--- config.mk ---
export PLATFORM = sky130hd
export DESIGN_NAME = fastq_quality_encoding_detector_top
export DESIGN_NICKNAME = d
export VERILOG_FILES = /design/src/fqed_pkg.sv /design/src/fastq_quality_encoding_detector_top.sv /design/src/fqed_parser.sv /design/src/fqed_verdict.sv
export VERILOG_INCLUDE_DIRS = /design/src /design/src/src
export SDC_FILE = /design/constraint.sdc
export NUM_CORES = 1
export LEC_CHECK = 0
export BUFFER_PORTS_ARGS = -buffer_cell sky130_fd_sc_hd__buf_4
export CORE_ASPECT_RATIO = 0.8
export CORE_UTILIZATION = 56
export CTS_BUF_LIST = sky130_fd_sc_hd__clkbuf_16
export DETAILED_ROUTE_END_ITERATION = 8
export PLACE_DENSITY = 0.84
export RECOVER_POWER = 50
export SYNTH_ARGS = -nofsm -noshare
export SYNTH_HDL_FRONTEND = slang
export SYNTH_SLANG_ARGS = --single-unit
--- constraint.sdc ---
create_clock -name clk -period 6.6 [get_ports clk]
set_input_delay 0 -clock clk [delete_from_list [all_inputs] [get_ports clk]]
set_output_delay 0 -clock clk [all_outputs]
set_load 0.01 [all_outputs]
--- src/fastq_quality_encoding_detector_top_macros.svh ---
// Assertion macros for the FASTQ quality encoding detector.
// Needs no other file; included by modules that carry assertions.
`ifndef FASTQ_QUALITY_ENCODING_DETECTOR_TOP_MACROS_SVH
`define FASTQ_QUALITY_ENCODING_DETECTOR_TOP_MACROS_SVH

// Same-cycle implication, disabled in reset.
`define FQED_ASSERT_IMP(lbl, clk, rst_n, ante, cons, msg) \
    lbl: assert property (@(posedge clk) disable iff (!rst_n) (ante) |-> (cons)) \
        else $error(msg);

// Next-cycle implication, disabled in reset.
`define FQED_ASSERT_NEXT(lbl, clk, rst_n, ante, cons, msg) \
    lbl: assert property (@(posedge clk) disable iff (!rst_n) (ante) |=> (cons)) \
        else $error(msg);

`endif

--- src/fqed_pkg.sv ---
// Shared types and constants for the FASTQ quality encoding detector.
// No dependencies.
package fqed_pkg;

    typedef enum logic [1:0] {
        ST_OK         = 2'd0,
        ST_BAD_HEADER = 2'd1,
        ST_TRUNC_SEQ  = 2'd2,
        ST_TRUNC_QUAL = 2'd3
    } status_t;

    typedef enum logic [1:0] {
        ENC_PHRED33  = 2'd0,
        ENC_PHRED64  = 2'd1,
        ENC_SOLEXA64 = 2'd2
    } encoding_t;

    localparam logic [7:0] CH_AT     = 8'h40;
    localparam logic [7:0] CH_PLUS   = 8'h2B;
    localparam logic [7:0] CH_NL     = 8'h0A;
    localparam logic [7:0] CH_CR     = 8'h0D;

    localparam logic [7:0] Q_PHRED33_LO = 8'd33;
    localparam logic [7:0] Q_SOLEXA_LO  = 8'd59;
    localparam logic [7:0] Q_PHRED64_LO = 8'd64;
    localparam logic [7:0] Q_HI         = 8'd126;

    // Raw verdict from the parser: state snapshot at the moment of emission.
    typedef struct packed {
        logic        fire;
        status_t     status;
        logic [31:0] count_lo;
        logic        has_records;
        logic [7:0]  qmin;
        logic [7:0]  qmax;
        logic        any_qual;
    } emit_t;

    typedef struct packed {
        status_t     status;
        logic [31:0] records_counted;
        logic [7:0]  quality_min;
        logic [7:0]  quality_max;
        logic        fits_phred33;
        logic        fits_phred64;
        logic        fits_solexa64;
        encoding_t   encoding_guess;
        logic        ambiguous;
    } verdict_t;

endpackage

--- src/fastq_quality_encoding_detector_top.sv ---
// An item is registered on acceptance and parsed once the result register can
// absorb a verdict; its verdict, if any, is loaded into the result register by the edge that parses it.
// Throughput: one byte per cycle while the result side does not stall.
// Stalls on the result side hold the input register and in turn raise in_stall.
// Reset (async, active low) clears the parser, both valid flags and record_limit.
module fastq_quality_encoding_detector_top #(
    parameter int COUNT_BITS  = 32,
    parameter int LENGTH_BITS = 32
) (
    input  logic        clk,
    input  logic        rst_n,
    input  logic        cfg_wr_en,
    input  logic [31:0] cfg_wr_data,
    input  logic        in_valid,
    output logic        in_stall,
    input  logic        mode,
    input  logic [7:0]  data_byte,
    output logic        out_valid,
    input  logic        out_stall,
    output logic [1:0]  status,
    output logic [31:0] records_counted,
    output logic [7:0]  quality_min,
    output logic [7:0]  quality_max,
    output logic        fits_phred33,
    output logic        fits_phred64,
    output logic        fits_solexa64,
    output logic [1:0]  encoding_guess,
    output logic        ambiguous
);
    import fqed_pkg::*;

    logic [31:0] limit_reg;
    logic        in_valid_reg;
    logic        mode_reg;
    logic [7:0]  byte_reg;
    logic        out_valid_reg;
    verdict_t    out_reg;
    logic        advance;
    logic        in_take;
    emit_t       emit;
    verdict_t    verdict;

    // Parse the held item when the result register can absorb a verdict.
    assign advance  = in_valid_reg & (~out_valid_reg | ~out_stall);
    assign in_stall = in_valid_reg & ~advance;
    assign in_take  = in_valid & ~in_stall;

    fqed_parser #(
        .COUNT_BITS  (COUNT_BITS),
        .LENGTH_BITS (LENGTH_BITS)
    ) u_parser (
        .clk          (clk),
        .rst_n        (rst_n),
        .en           (advance),
        .mode         (mode_reg),
        .data_byte    (byte_reg),
        .record_limit (limit_reg),
        .emit         (emit)
    );

    fqed_verdict u_verdict (
        .emit    (emit),
        .verdict (verdict)
    );

    always_ff @(posedge clk or negedge rst_n)
    begin
        if (!rst_n)
        begin
            limit_reg     <= '0;
            in_valid_reg  <= 1'b0;
            out_valid_reg <= 1'b0;
        end
        else
        begin
            if (cfg_wr_en)
                limit_reg <= cfg_wr_data;
            if (in_take)
                in_valid_reg <= 1'b1;
            else if (advance)
                in_valid_reg <= 1'b0;
            if (emit.fire)
                out_valid_reg <= 1'b1;
            else if (!out_stall)
                out_valid_reg <= 1'b0;
        end
    end

    always_ff @(posedge clk)
    begin
        if (in_take)
        begin
            mode_reg <= mode;
            byte_reg <= data_byte;
        end
        if (emit.fire)
            out_reg <= verdict;
    end

    assign out_valid        = out_valid_reg;
    assign status           = out_reg.status;
    assign records_counted  = out_reg.records_counted;
    assign quality_min      = out_reg.quality_min;
    assign quality_max      = out_reg.quality_max;
    assign fits_phred33     = out_reg.fits_phred33;
    assign fits_phred64     = out_reg.fits_phred64;
    assign fits_solexa64    = out_reg.fits_solexa64;
    assign encoding_guess   = out_reg.encoding_guess;
    assign ambiguous        = out_reg.ambiguous;

endmodule

--- src/fqed_parser.sv ---
// FASTQ record parser: phase, lengths, record count and quality range.
// Depends on fqed_pkg and the assertion macro header.
`include "fastq_quality_encoding_detector_top_macros.svh"

module fqed_parser #(
    parameter int COUNT_BITS  = 32,
    parameter int LENGTH_BITS = 32
) (
    input  logic              clk,
    input  logic              rst_n,
    input  logic              en,
    input  logic              mode,
    input  logic [7:0]        data_byte,
    input  logic [31:0]       record_limit,
    output fqed_pkg::emit_t   emit
);
    import fqed_pkg::*;

    typedef enum logic [2:0] {
        PH_HDR_START  = 3'd0,
        PH_HDR_LINE   = 3'd1,
        PH_SEQ        = 3'd2,
        PH_PLUS_LINE  = 3'd3,
        PH_QUAL       = 3'd4,
        PH_DONE       = 3'd5
    } phase_t;

    localparam int CMP_W = (COUNT_BITS > 32) ? COUNT_BITS : 32;
    localparam int LW1   = LENGTH_BITS + 1;

    phase_t                 phase_reg, phase_next, phase_v;
    logic [LENGTH_BITS-1:0] seq_reg, seq_next, seq_v;
    logic [LENGTH_BITS-1:0] qual_reg, qual_next, qual_v;
    logic                   line_reg, line_next, line_v;
    logic                   pend_reg, pend_next, pend_v;
    logic [COUNT_BITS-1:0]  count_reg, count_next, count_v;
    logic [7:0]             min_reg, min_next, min_v;
    logic [7:0]             max_reg, max_next, max_v;
    logic                   anyq_reg, anyq_next, anyq_v;

    logic                   fire;
    status_t                status;
    logic                   done_rec;
    logic                   started;
    logic                   is_nl;
    logic                   is_cr;
    logic                   cr_close;
    logic [1:0]             content_inc;
    logic [LENGTH_BITS-1:0] q_close;
    logic [COUNT_BITS-1:0]  count_inc;
    logic                   limit_hit;
    logic                   limit_after;

    function automatic logic [LENGTH_BITS-1:0] sat_add(
        input logic [LENGTH_BITS-1:0] v,
        input logic [1:0]             inc
    );
        logic [LENGTH_BITS:0] s;
        s = {1'b0, v} + LW1'(inc);
        return s[LENGTH_BITS] ? {LENGTH_BITS{1'b1}} : s[LENGTH_BITS-1:0];
    endfunction

    function automatic logic [7:0] take_min(
        input logic [7:0] cur,
        input logic [7:0] c,
        input logic       act
    );
        return (act && (c < cur)) ? c : cur;
    endfunction

    function automatic logic [7:0] take_max(
        input logic [7:0] cur,
        input logic [7:0] c,
        input logic       act
    );
        return (act && (c > cur)) ? c : cur;
    endfunction

    assign started     = line_reg | pend_reg;
    assign is_nl       = (data_byte == CH_NL);
    assign is_cr       = (data_byte == CH_CR);
    assign cr_close    = pend_reg & ~line_reg;
    assign content_inc = {1'b0, pend_reg} + {1'b0, ~is_cr};
    assign q_close     = sat_add(qual_reg, {1'b0, cr_close});
    assign count_inc   = (&count_reg) ? count_reg : count_reg + 1'b1;
    assign limit_hit   = (record_limit != '0) &&
                         (CMP_W'(count_reg) >= CMP_W'(record_limit));
    assign limit_after = (record_limit != '0) &&
                         (CMP_W'(count_inc) >= CMP_W'(record_limit));

    always_comb
    begin
        phase_v  = phase_reg;
        seq_v    = seq_reg;
        qual_v   = qual_reg;
        line_v   = line_reg;
        pend_v   = pend_reg;
        count_v  = count_reg;
        min_v    = min_reg;
        max_v    = max_reg;
        anyq_v   = anyq_reg;
        fire     = 1'b0;
        status   = ST_OK;
        done_rec = 1'b0;

        if (mode)
        begin
            case (phase_reg)
                PH_HDR_START:
                begin
                    fire = 1'b1;
                end
                PH_HDR_LINE, PH_SEQ:
                begin
                    fire   = 1'b1;
                    status = ST_TRUNC_SEQ;
                end
                PH_PLUS_LINE:
                begin
                    fire = 1'b1;
                    if (seq_reg == '0)
                        done_rec = 1'b1;
                    else
                        status = ST_TRUNC_QUAL;
                end
                PH_QUAL:
                begin
                    fire   = 1'b1;
                    status = ST_TRUNC_QUAL;
                    // Close the partial line as if a newline had come.
                    if (started)
                    begin
                        qual_v = q_close;
                        min_v  = take_min(min_reg, CH_CR, cr_close);
                        max_v  = take_max(max_reg, CH_CR, cr_close);
                        anyq_v = anyq_reg | cr_close;
                        if (q_close == seq_reg)
                        begin
                            done_rec = 1'b1;
                            status   = ST_OK;
                        end
                    end
                end
                default:
                begin
                end
            endcase
        end
        else
        begin
            case (phase_reg)
                PH_HDR_START:
                begin
                    if (limit_hit)
                        fire = 1'b1;
                    else if (data_byte == CH_AT)
                        phase_v = PH_HDR_LINE;
                    else
                    begin
                        fire   = 1'b1;
                        status = ST_BAD_HEADER;
                    end
                end
                PH_HDR_LINE:
                begin
                    if (is_nl)
                    begin
                        phase_v = PH_SEQ;
                        seq_v   = '0;
                        line_v  = 1'b0;
                        pend_v  = 1'b0;
                    end
                end
                PH_SEQ:
                begin
                    if (is_nl)
                    begin
                        seq_v  = sat_add(seq_reg, {1'b0, cr_close});
                        line_v = 1'b0;
                        pend_v = 1'b0;
                    end
                    else if (!started && data_byte == CH_PLUS)
                        phase_v = PH_PLUS_LINE;
                    else
                    begin
                        seq_v  = sat_add(seq_reg, content_inc);
                        line_v = line_reg | (content_inc != 2'd0);
                        pend_v = is_cr;
                    end
                end
                PH_PLUS_LINE:
                begin
                    if (is_nl)
                    begin
                        if (seq_reg == '0)
                            done_rec = 1'b1;
                        else
                        begin
                            phase_v = PH_QUAL;
                            qual_v  = '0;
                            line_v  = 1'b0;
                            pend_v  = 1'b0;
                        end
                    end
                end
                PH_QUAL:
                begin
                    if (is_nl)
                    begin
                        qual_v = q_close;
                        min_v  = take_min(min_reg, CH_CR, cr_close);
                        max_v  = take_max(max_reg, CH_CR, cr_close);
                        anyq_v = anyq_reg | cr_close;
                        line_v = 1'b0;
                        pend_v = 1'b0;
                        if (q_close == seq_reg)
                            done_rec = 1'b1;
                        else if (q_close > seq_reg)
                        begin
                            fire   = 1'b1;
                            status = ST_TRUNC_QUAL;
                        end
                    end
                    else
                    begin
                        // A held return commits first, then the new byte.
                        qual_v = sat_add(qual_reg, content_inc);
                        min_v  = take_min(take_min(min_reg, CH_CR, pend_reg),
                                          data_byte, ~is_cr);
                        max_v  = take_max(take_max(max_reg, CH_CR, pend_reg),
                                          data_byte, ~is_cr);
                        anyq_v = anyq_reg | (content_inc != 2'd0);
                        line_v = line_reg | (content_inc != 2'd0);
                        pend_v = is_cr;
                    end
                end
                default:
                begin
                end
            endcase
        end

        if (done_rec)
        begin
            count_v = count_inc;
            seq_v   = '0;
            qual_v  = '0;
            line_v  = 1'b0;
            pend_v  = 1'b0;
            phase_v = PH_HDR_START;
            if (limit_after)
                fire = 1'b1;
        end

        if (fire)
            phase_v = PH_DONE;
    end

    // End of file re-arms everything but the limit.
    always_comb
    begin
        if (mode)
        begin
            phase_next = PH_HDR_START;
            seq_next   = '0;
            qual_next  = '0;
            line_next  = 1'b0;
            pend_next  = 1'b0;
            count_next = '0;
            min_next   = 8'hFF;
            max_next   = 8'h00;
            anyq_next  = 1'b0;
        end
        else
        begin
            phase_next = phase_v;
            seq_next   = seq_v;
            qual_next  = qual_v;
            line_next  = line_v;
            pend_next  = pend_v;
            count_next = count_v;
            min_next   = min_v;
            max_next   = max_v;
            anyq_next  = anyq_v;
        end
    end

    always_ff @(posedge clk or negedge rst_n)
    begin
        if (!rst_n)
        begin
            phase_reg <= PH_HDR_START;
            seq_reg   <= '0;
            qual_reg  <= '0;
            line_reg  <= 1'b0;
            pend_reg  <= 1'b0;
            count_reg <= '0;
            min_reg   <= 8'hFF;
            max_reg   <= 8'h00;
            anyq_reg  <= 1'b0;
        end
        else if (en)
        begin
            phase_reg <= phase_next;
            seq_reg   <= seq_next;
            qual_reg  <= qual_next;
            line_reg  <= line_next;
            pend_reg  <= pend_next;
            count_reg <= count_next;
            min_reg   <= min_next;
            max_reg   <= max_next;
            anyq_reg  <= anyq_next;
        end
    end

    always_comb
    begin
        emit.fire        = fire & en;
        emit.status      = status;
        emit.count_lo    = 32'(count_v);
        emit.has_records = (count_v != '0);
        emit.qmin        = min_v;
        emit.qmax        = max_v;
        emit.any_qual    = anyq_v;
    end

    `FQED_ASSERT_NEXT(a_data_verdict_parks, clk, rst_n, en && fire && !mode, phase_reg == PH_DONE, "verdict on a data byte did not park the parser")
    `FQED_ASSERT_NEXT(a_eof_rearms, clk, rst_n, en && mode, phase_reg == PH_HDR_START && count_reg == '0, "end of file did not re-arm the parser")
    `FQED_ASSERT_IMP(a_done_silent, clk, rst_n, en && !mode && phase_reg == PH_DONE, !fire, "second verdict before end of file")
    `FQED_ASSERT_NEXT(a_idle_holds, clk, rst_n, !en, $stable(phase_reg) && $stable(count_reg), "parser state moved without an item")

endmodule

--- src/fqed_verdict.sv ---
// Verdict encoder: turns the raw range and status into encoding flags and a guess.
// Depends on fqed_pkg.
module fqed_verdict (
    input  fqed_pkg::emit_t    emit,
    output fqed_pkg::verdict_t verdict
);
    import fqed_pkg::*;

    logic       range_ok;
    logic [7:0] lo;
    logic [7:0] hi;
    logic       f33;

    assign range_ok = (emit.status == ST_OK) && emit.any_qual && emit.has_records;
    assign lo       = range_ok ? emit.qmin : 8'h00;
    assign hi       = range_ok ? emit.qmax : 8'h00;
    assign f33      = range_ok && (lo >= Q_PHRED33_LO) && (hi <= Q_HI);

    always_comb
    begin
        verdict.status          = emit.status;
        verdict.records_counted = emit.count_lo;
        verdict.quality_min     = lo;
        verdict.quality_max     = hi;
        verdict.fits_phred33    = f33;
        verdict.fits_phred64    = range_ok && (lo >= Q_PHRED64_LO) && (hi <= Q_HI);
        verdict.fits_solexa64   = range_ok && (lo >= Q_SOLEXA_LO) && (hi <= Q_HI);
        verdict.encoding_guess  = ENC_PHRED33;
        verdict.ambiguous       = 1'b0;
        if (range_ok && lo >= Q_PHRED64_LO)
        begin
            verdict.encoding_guess = ENC_PHRED64;
            verdict.ambiguous      = f33;
        end
        else if (range_ok && lo >= Q_SOLEXA_LO)
        begin
            verdict.encoding_guess = ENC_SOLEXA64;
            verdict.ambiguous      = f33;
        end
    end

endmodule

; After elaboration in Yosys (flattened, before gate mapping)
; Cells that the tools add are included.
[totals]
wordCells = 219
regBits = 217
[classes]
order_cmp = 11
bitwise_logic = 16
muxes = 106
eq_ne = 21
add_sub_neg = 6
reduce_logical = 36
[op_table]
columns = cell, n
row1 = 32-bit 2-to-1 mux, 17
row2 = 8-bit 2-to-1 mux, 20
row3 = 32-bit one-hot mux with 2 select lines, 2
row4 = 32-bit by 1-bit adder with 33-bit output, 2
row5 = 32-bit by 2-bit adder with 33-bit output, 2
row6 = 32-bit >= comparator, 2
row7 = 32-bit nonzero test, 2
row8 = 1-bit 2-to-1 mux, 40
row9 = 3-bit 2-to-1 mux, 11
row10 = 32-bit by 1-bit adder with 32-bit output (second input constant), 1
row11 = 32-bit == test, 1
row12 = 32-bit greater-than comparator, 1
row13 = 32-bit zero test, 1
row14 = 32-bit AND reduction, 1
row15 = 5-bit by 2-bit inequality test with 1-bit output (second input constant), 4
row16 = 5-bit by 3-bit inequality test with 1-bit output (second input constant), 4
row17 = 1-bit logical AND, 17
row18 = 8-bit by 4-bit == test with 1-bit output (second input constant), 2
row19 = 8-bit by 6-bit >= comparator with 1-bit output (second input constant), 2
row20 = 2-bit 2-to-1 mux, 8
row21 = 3-bit one-hot mux with 4 select lines, 1
row22 = 9-bit AND reduction, 1
row23 = 8-bit by 6-bit == test with 1-bit output (second input constant), 1
row24 = 8-bit by 7-bit == test with 1-bit output (second input constant), 1
row25 = 31 further kinds, 52

; Logic depth before layout (Yosys ltp)
[logic_depth]
depth_word = 19
depth_mapped = 26
depth_no_buf = 21

; Cells and area by module
; From an unflattened synthesis, not the netlist that was laid out.
[unflattened]
hier_cells = 1905
area_unflattened_um2 = 16781.1
[by_module_without_submodules]
columns = module, cells_each, area_per_inst_um2, instances, seq_area_each_um2
row1 = fqed_parser, 1695, 12898.6, 1, 2962.8
row2 = fastq_quality_encoding_detector_top, 141, 3383.2, 1, 2802.7
row3 = fqed_verdict, 69, 499.2, 1, 0.0

; Worst setup path before layout
; OpenSTA, ideal clock, no wires.
[synth_timing]
path_kind = register -> register
startpoint = register u_parser.pend_reg
endpoint = register out_reg, in the netlist ambiguous (enable)
setup_time_ps = 470
arrival_ps = 6486
synth_period_minus_slack_ps = 6956
slack_ps = -356
stages_incl_launch_ff = 23
path_cell_list = dfrtp_1 > clkbuf_1 > clkinv_1 > nor2_1 > ha_1 > nand3_1 > or3_1 > clkbuf_1 > nor3_1 > nand2_1 > nor2_1 > xor2_1 > or2_2 > ha_1 > nand4_1 > nor2_1 > nand4_1 > o32a_1 > nor2_1 > a22oi_1 > o21ai_0 > nor2b_1 > nor2_1
[synth_rtl]
columns = element, line
row1 = start: declaration, fqed_parser.sv:35  ; logic pend_reg, pend_next, pend_v;
row2 = start signal: assignment, fqed_parser.sv:308  ; pend_reg <= pend_next;
row3 = end signal: assignment, fastq_quality_encoding_detector_top.sv:97  ; out_reg <= verdict;
row4 = end: declaration, fastq_quality_encoding_detector_top.sv:37  ; verdict_t out_reg;

; Final worst setup path
[layout_timing]
startpoint = register u_parser.pend_reg
endpoint = register out_reg, in the netlist quality_min[5] (data pin)
[layout_via]
elab_chain_len = 13
word_cells_on_any_way = 47
classes_between = 2 x add/sub / 2 x order compare / 1 x eq/ne / 30 x mux / 4 x bitwise / 8 x reduce/logical
[layout_lines]
columns = element, line
row1 = 1-bit AND, fqed_parser.sv:82  ; assign cr_close = pend_reg & ~line_reg;
row2 = 32-bit by 1-bit adder with 33-bit output, fqed_parser.sv:59  ; s = {1'b0, v} + LW1'(inc);
row3 = 32-bit 2-to-1 mux, fqed_parser.sv:60  ; return s[LENGTH_BITS] ? {LENGTH_BITS{1'b1}} : s[LENGTH_BITS-1:0];
row4 = 32-bit greater-than comparator, fqed_parser.sv:218  ; else if (q_close > seq_reg)
row5 = 2-bit 2-to-1 mux, fqed_parser.sv:218
row6 = 2-bit 2-to-1 mux, fqed_parser.sv:216  ; if (q_close == seq_reg)
row7 = 2-bit 2-to-1 mux, fqed_parser.sv:208  ; if (is_nl)
row8 = 2-bit one-hot mux with 2 select lines, fqed_parser.sv:151  ; case (phase_reg)
row9 = 2-bit 2-to-1 mux, fqed_parser.sv:106  ; if (mode)
row10 = 2-bit zero test, fqed_verdict.sv:14  ; assign range_ok = (emit.status == ST_OK) && emit.any_qual && emit.has_records;
row11 = 1-bit logical AND (2 in a row), fqed_verdict.sv:14
row12 = 8-bit 2-to-1 mux (*), fqed_verdict.sv:15  ; assign lo = range_ok ? emit.qmin : 8'h00;
row13 = via u_verdict.lo[5], fqed_verdict.sv:10  ; logic [7:0] lo;
; Mark *: on every way through the listed nets, which the timed path passes. The rest lies on a longest branch.
; A chain may end at the register's enable or synchronous reset.

==> run_results.csv <==
group,metric,value,unit
outcome,status,"finished with violations",
outcome,violations,"design-rule violations, max-capacitance violations, max-slew violations",
setup_path,crit_buf_inv,2,
setup_path,worst-endpoint-required,6.89,ns
place,gp_congestion,1.02,
clock_network,clock_sinks,217,
die,die_x,192,um
detailed_routing,drc,2,
hold_path,holdPathStages,2,
timing,tightest_slew,4.96,ns
die,rows,55,
hold_path,hold_class,"input pin to flip-flop",
hold_path,min_to,"limit_reg[25]",
detailed_routing,wl,53700,um
global_routing,grt_use_met3,6.37,%
timing,period_share,94.6,%
setup_path,path_cells,"clkinv_1 -> nor2_1 -> ha_1 -> nand3_1 -> or3_1 -> nor3_1 -> nand2_1 -> nor2_1 -> xor2_1 -> or2_2 -> ha_1 -> nand4_1 -> nor2_1 -> nand4_1 -> o32a_2 -> or4_1 -> a2111oi_1 -> and4_1 -> and4b_2 -> buf_4 -> nor3_1",
global_routing,overflow,0,
power_and_ir_drop,power.leakage,7.82,nW
yosys,synth_top_flop_cell,"dfrtp_1",
detailed_routing,wire_per_inst,21.5,um
layout,antenna_cells,0,
yosys,synth-seq-cells,217,
global_routing,grt_most_used_layer,"met1",
hold_path,worstHoldStart,"cfg_wr_en",
setup_path,crit_start,"u_parser.pend_reg",
clock_network,cts.clk_slew.worst_paths,0.06,ns
setup_path,critPathMaxFanout,9,
global_routing,grt_pass1_vias,15377,
setup_path,rr_worst_depth,21,
timing,final-setup-viol-count,0,
power_and_ir_drop,peakVddDrop,0.229,mV
global_routing,grt_use_met1,53.4,%
layout,fillCellCount,2393,
clock_network,cts_tree,"built",
die,die_area,29600,sq um
yosys,synth.net_count,2156,
yosys,yosys_warnings,0,
power_and_ir_drop,finalPower,0.00499,W
global_routing,grt_start_max_net_pins,87,
yosys,synthArstFlopShare,70.0,%
detailed_routing,drtIter0Drc,2272,
setup_path,path_common_cell,"nor2_1",
job,maxCapViolCount,1,
layout,layout-drive-gt1-share,7.58,%
yosys,syn_area_per_cell,8.16,sq um
clock_network,clk-insertion-delay-late,0.55,ns
global_routing,grt_antenna_before_repair,0,
setup_path,r2r_start,"u_parser.pend_reg",
detailed_routing,num_vias,16450,
place,place_hpwl,37800,um
setup_path,r2r-end,"quality_min[5]",
setup_path,regToRegSetupSlack,0.36,ns
setup_path,critPathTopFamily,"simple AND/OR/NAND/NOR gates",
timing,fin_skew,0.0239,ns
timing,finalMaxSlewViolations,87,
clock_network,cts_buffer_depth,3,
timing,fin_tns_setup,0,ns
die,start_util,57.2,%
timing,hold_violations,0,
die,core,28400,sq um
yosys,ys_types,77,
setup_path,max_stage_delay,0.52,ns
clock_network,cts-root-buf,"clkbuf_16",
die,die_y,154,um
timing,period_minus_slack,6.24,ns
detailed_routing,via_per_inst,6.59,
setup_path,cp.arrival,6.53,ns
setup_path,crit_type,"flip-flop to flip-flop",
timing,rsz0062_at_grt,"false",
detailed_routing,drtAntennaViolNets,0,
place,io_buffers,103,
yosys,synth_area,16200,sq um
power_and_ir_drop,p_per_area,267,nW/um^2
die,ios,104,
global_routing,grt_pass1_wl,84500,um
setup_path,start_kind,"flip-flop",
layout,nNetsFinal,2276,
global_routing,met2_usage,53.4,%
yosys,syn_inst,1986,
yosys,ys_seq_area_share,35.6,%
clock_network,numCtsBuffers,25,
setup_path,slowest_stage,"dfrtp_1",
detailed_routing,drt_first_pass_iters,8,
clock_network,cts_max_level,1,
setup_path,cp-end-kind,"flip-flop",
timing,relSlewSlack,-231,%
layout,synthToLayoutAreaGrowth,15.4,%
timing,fmax,0.160,GHz
global_routing,grtUsageTotal,36.1,%
yosys,synth_edf_count,65,
## power breakdown
group | switching, W | internal, W | total [W]
combinational | 0.00111 | 0.000597 | 0.00170
clock | 0.000598 | 0.000858 | 0.00146
sequential | 0.000197 | 0.00164 | 0.00183
total | 0.00190 | 0.00309 | 0.00499
## metrics by stage
step | util (%) | hold WS [ns] | cells | worst slack, ns | cell area, sq um
floorplan | - | -0.296 | 1986 | 0.580 | 16200
global placement | 60.8 | 0.143 | 2368 | 0.596 | 17200
finish | 66.0 | 0.0193 | 2495 | 0.360 | 18700
global route | 66.0 | 0.0569 | 2495 | 0.0175 | 18700
detailed placement | 60.8 | 0.141 | 2368 | 0.303 | 17200
CTS | 66.7 | 0.00127 | 2493 | 0.286 | 18900
## Yosys cell counts (9+ instances only)
cell | number | area (sq um)
a211oi_1 | 13 | 97.6
a21o_1 | 20 | 150
a21oi_1 | 156 | 781
a22o_1 | 20 | 175
a22oi_1 | 11 | 82.6
a31oi_1 | 23 | 144
and3_1 | 27 | 169
and4_1 | 15 | 131
buf_2 | 11 | 55.1
clkbuf_1 | 103 | 387
dfrtp_1 | 144 | 3600
edfxtp_1 | 65 | 1950
ha_1 | 122 | 1530
inv_1 | 89 | 334
mux2i_1 | 13 | 130
nand2_1 | 253 | 950
nand2b_1 | 15 | 93.8
nand3_1 | 78 | 390
nand4_1 | 52 | 325
nor2_1 | 181 | 679
nor3_1 | 55 | 275
nor4_1 | 27 | 169
o21a_1 | 11 | 82.6
o21ai_0 | 172 | 861
o221ai_1 | 15 | 131
o22ai_1 | 14 | 87.6
o31ai_1 | 14 | 105
or3_1 | 19 | 119
or4_1 | 9 | 67.6
xnor2_1 | 51 | 447
xor2_1 | 40 | 350
## worst register-to-register path, cell delays in order, from the launching register on
cell,delay (ns)
dfrtp_1,0.52
clkinv_1,0.14
nor2_1,0.17
ha_1,0.24
nand3_1,0.19
or3_1,0.48
nor3_1,0.35
nand2_1,0.21
nor2_1,0.16
xor2_1,0.10
or2_2,0.29
ha_1,0.29
nand4_1,0.11
nor2_1,0.29
nand4_1,0.33
o32a_2,0.39
or4_1,0.43
a2111oi_1,0.42
and4_1,0.23
and4b_2,0.35
buf_4,0.21
nor3_1,0.07
## layout make-up
type,instances,area (sq um),share of cell area (%)
clock buffers,27,676,3.61
clock inverters,19,181,0.970
inverters,92,345,1.85
multi-input cells,1552,9660,51.7
flip-flops and latches,217,5770,30.8
well taps,370,463,2.48
repair buffers,218,1610,8.61
## worst max-delay path by stage
stage | end | slack (ns) | cells past startpoint
6_report | quality_min[5] | 0.36 | 21
5_1_grt | encoding_guess[0] | 0.02 | 23
4_1_cts | quality_min[5] | 0.29 | 21
3_5_place_dp | encoding_guess[0] | 0.30 | 21
3_3_place_gp | encoding_guess[0] | 0.60 | 21
2_1_floorplan | ambiguous | 0.58 | 22
## kinds of logic (layout without fill, tap and decap cells)
family          count (synthesis)  count (layout)  synth area share (%)
flops                         217             217                  35.6
xor+xnor                       91              91                  4.92
simple gates                  771             771                  22.6
fa+ha+maj                     124             124                  9.67
mux                            20              20                  1.29
compound gates                546             546                  20.7
buf+inv                       217             356                  5.25
## cell usage in the layout (no fill, tap or decap), types with 13 or more instances in the layout
cell type / count
ha_1: 122
nand2_1: 252
nand3_1: 77
dfrtp_1: 144
o21ai_0: 172
nor3_1: 53
dlygate4sd3_1: 79
a211oi_1: 13
and4_1: 15
clkbuf_1: 63
inv_1: 92
xor2_1: 40
mux2i_1: 13
o31ai_1: 13
and3_1: 27
clkbuf_16: 27
a21o_1: 20
a21oi_1: 156
or3_1: 19
clkbuf_4: 23
nor4_1: 27
o22ai_1: 14
nand2b_1: 15
a22o_1: 20
a31oi_1: 22
nor2_1: 177
buf_4: 52
nand4_1: 52
xnor2_1: 51
o221ai_1: 15
edfxtp_1: 65
## per-layer routing
metal	wire length [um]	vias up
li1	-	7483
met1	23000	7753
met2	22900	1076
met3	6040	138
met4	1770	0
met5	0	-
## repair_timing
item,in CTS,in global routing
setup buffers,0,2
endpoints found under the setup margin,0,22
endpoints found under the hold margin,128,0
hold buffers,79,0
gates resized for setup,0,8
No activity file was read; power rests on OpenSTA's default activity.
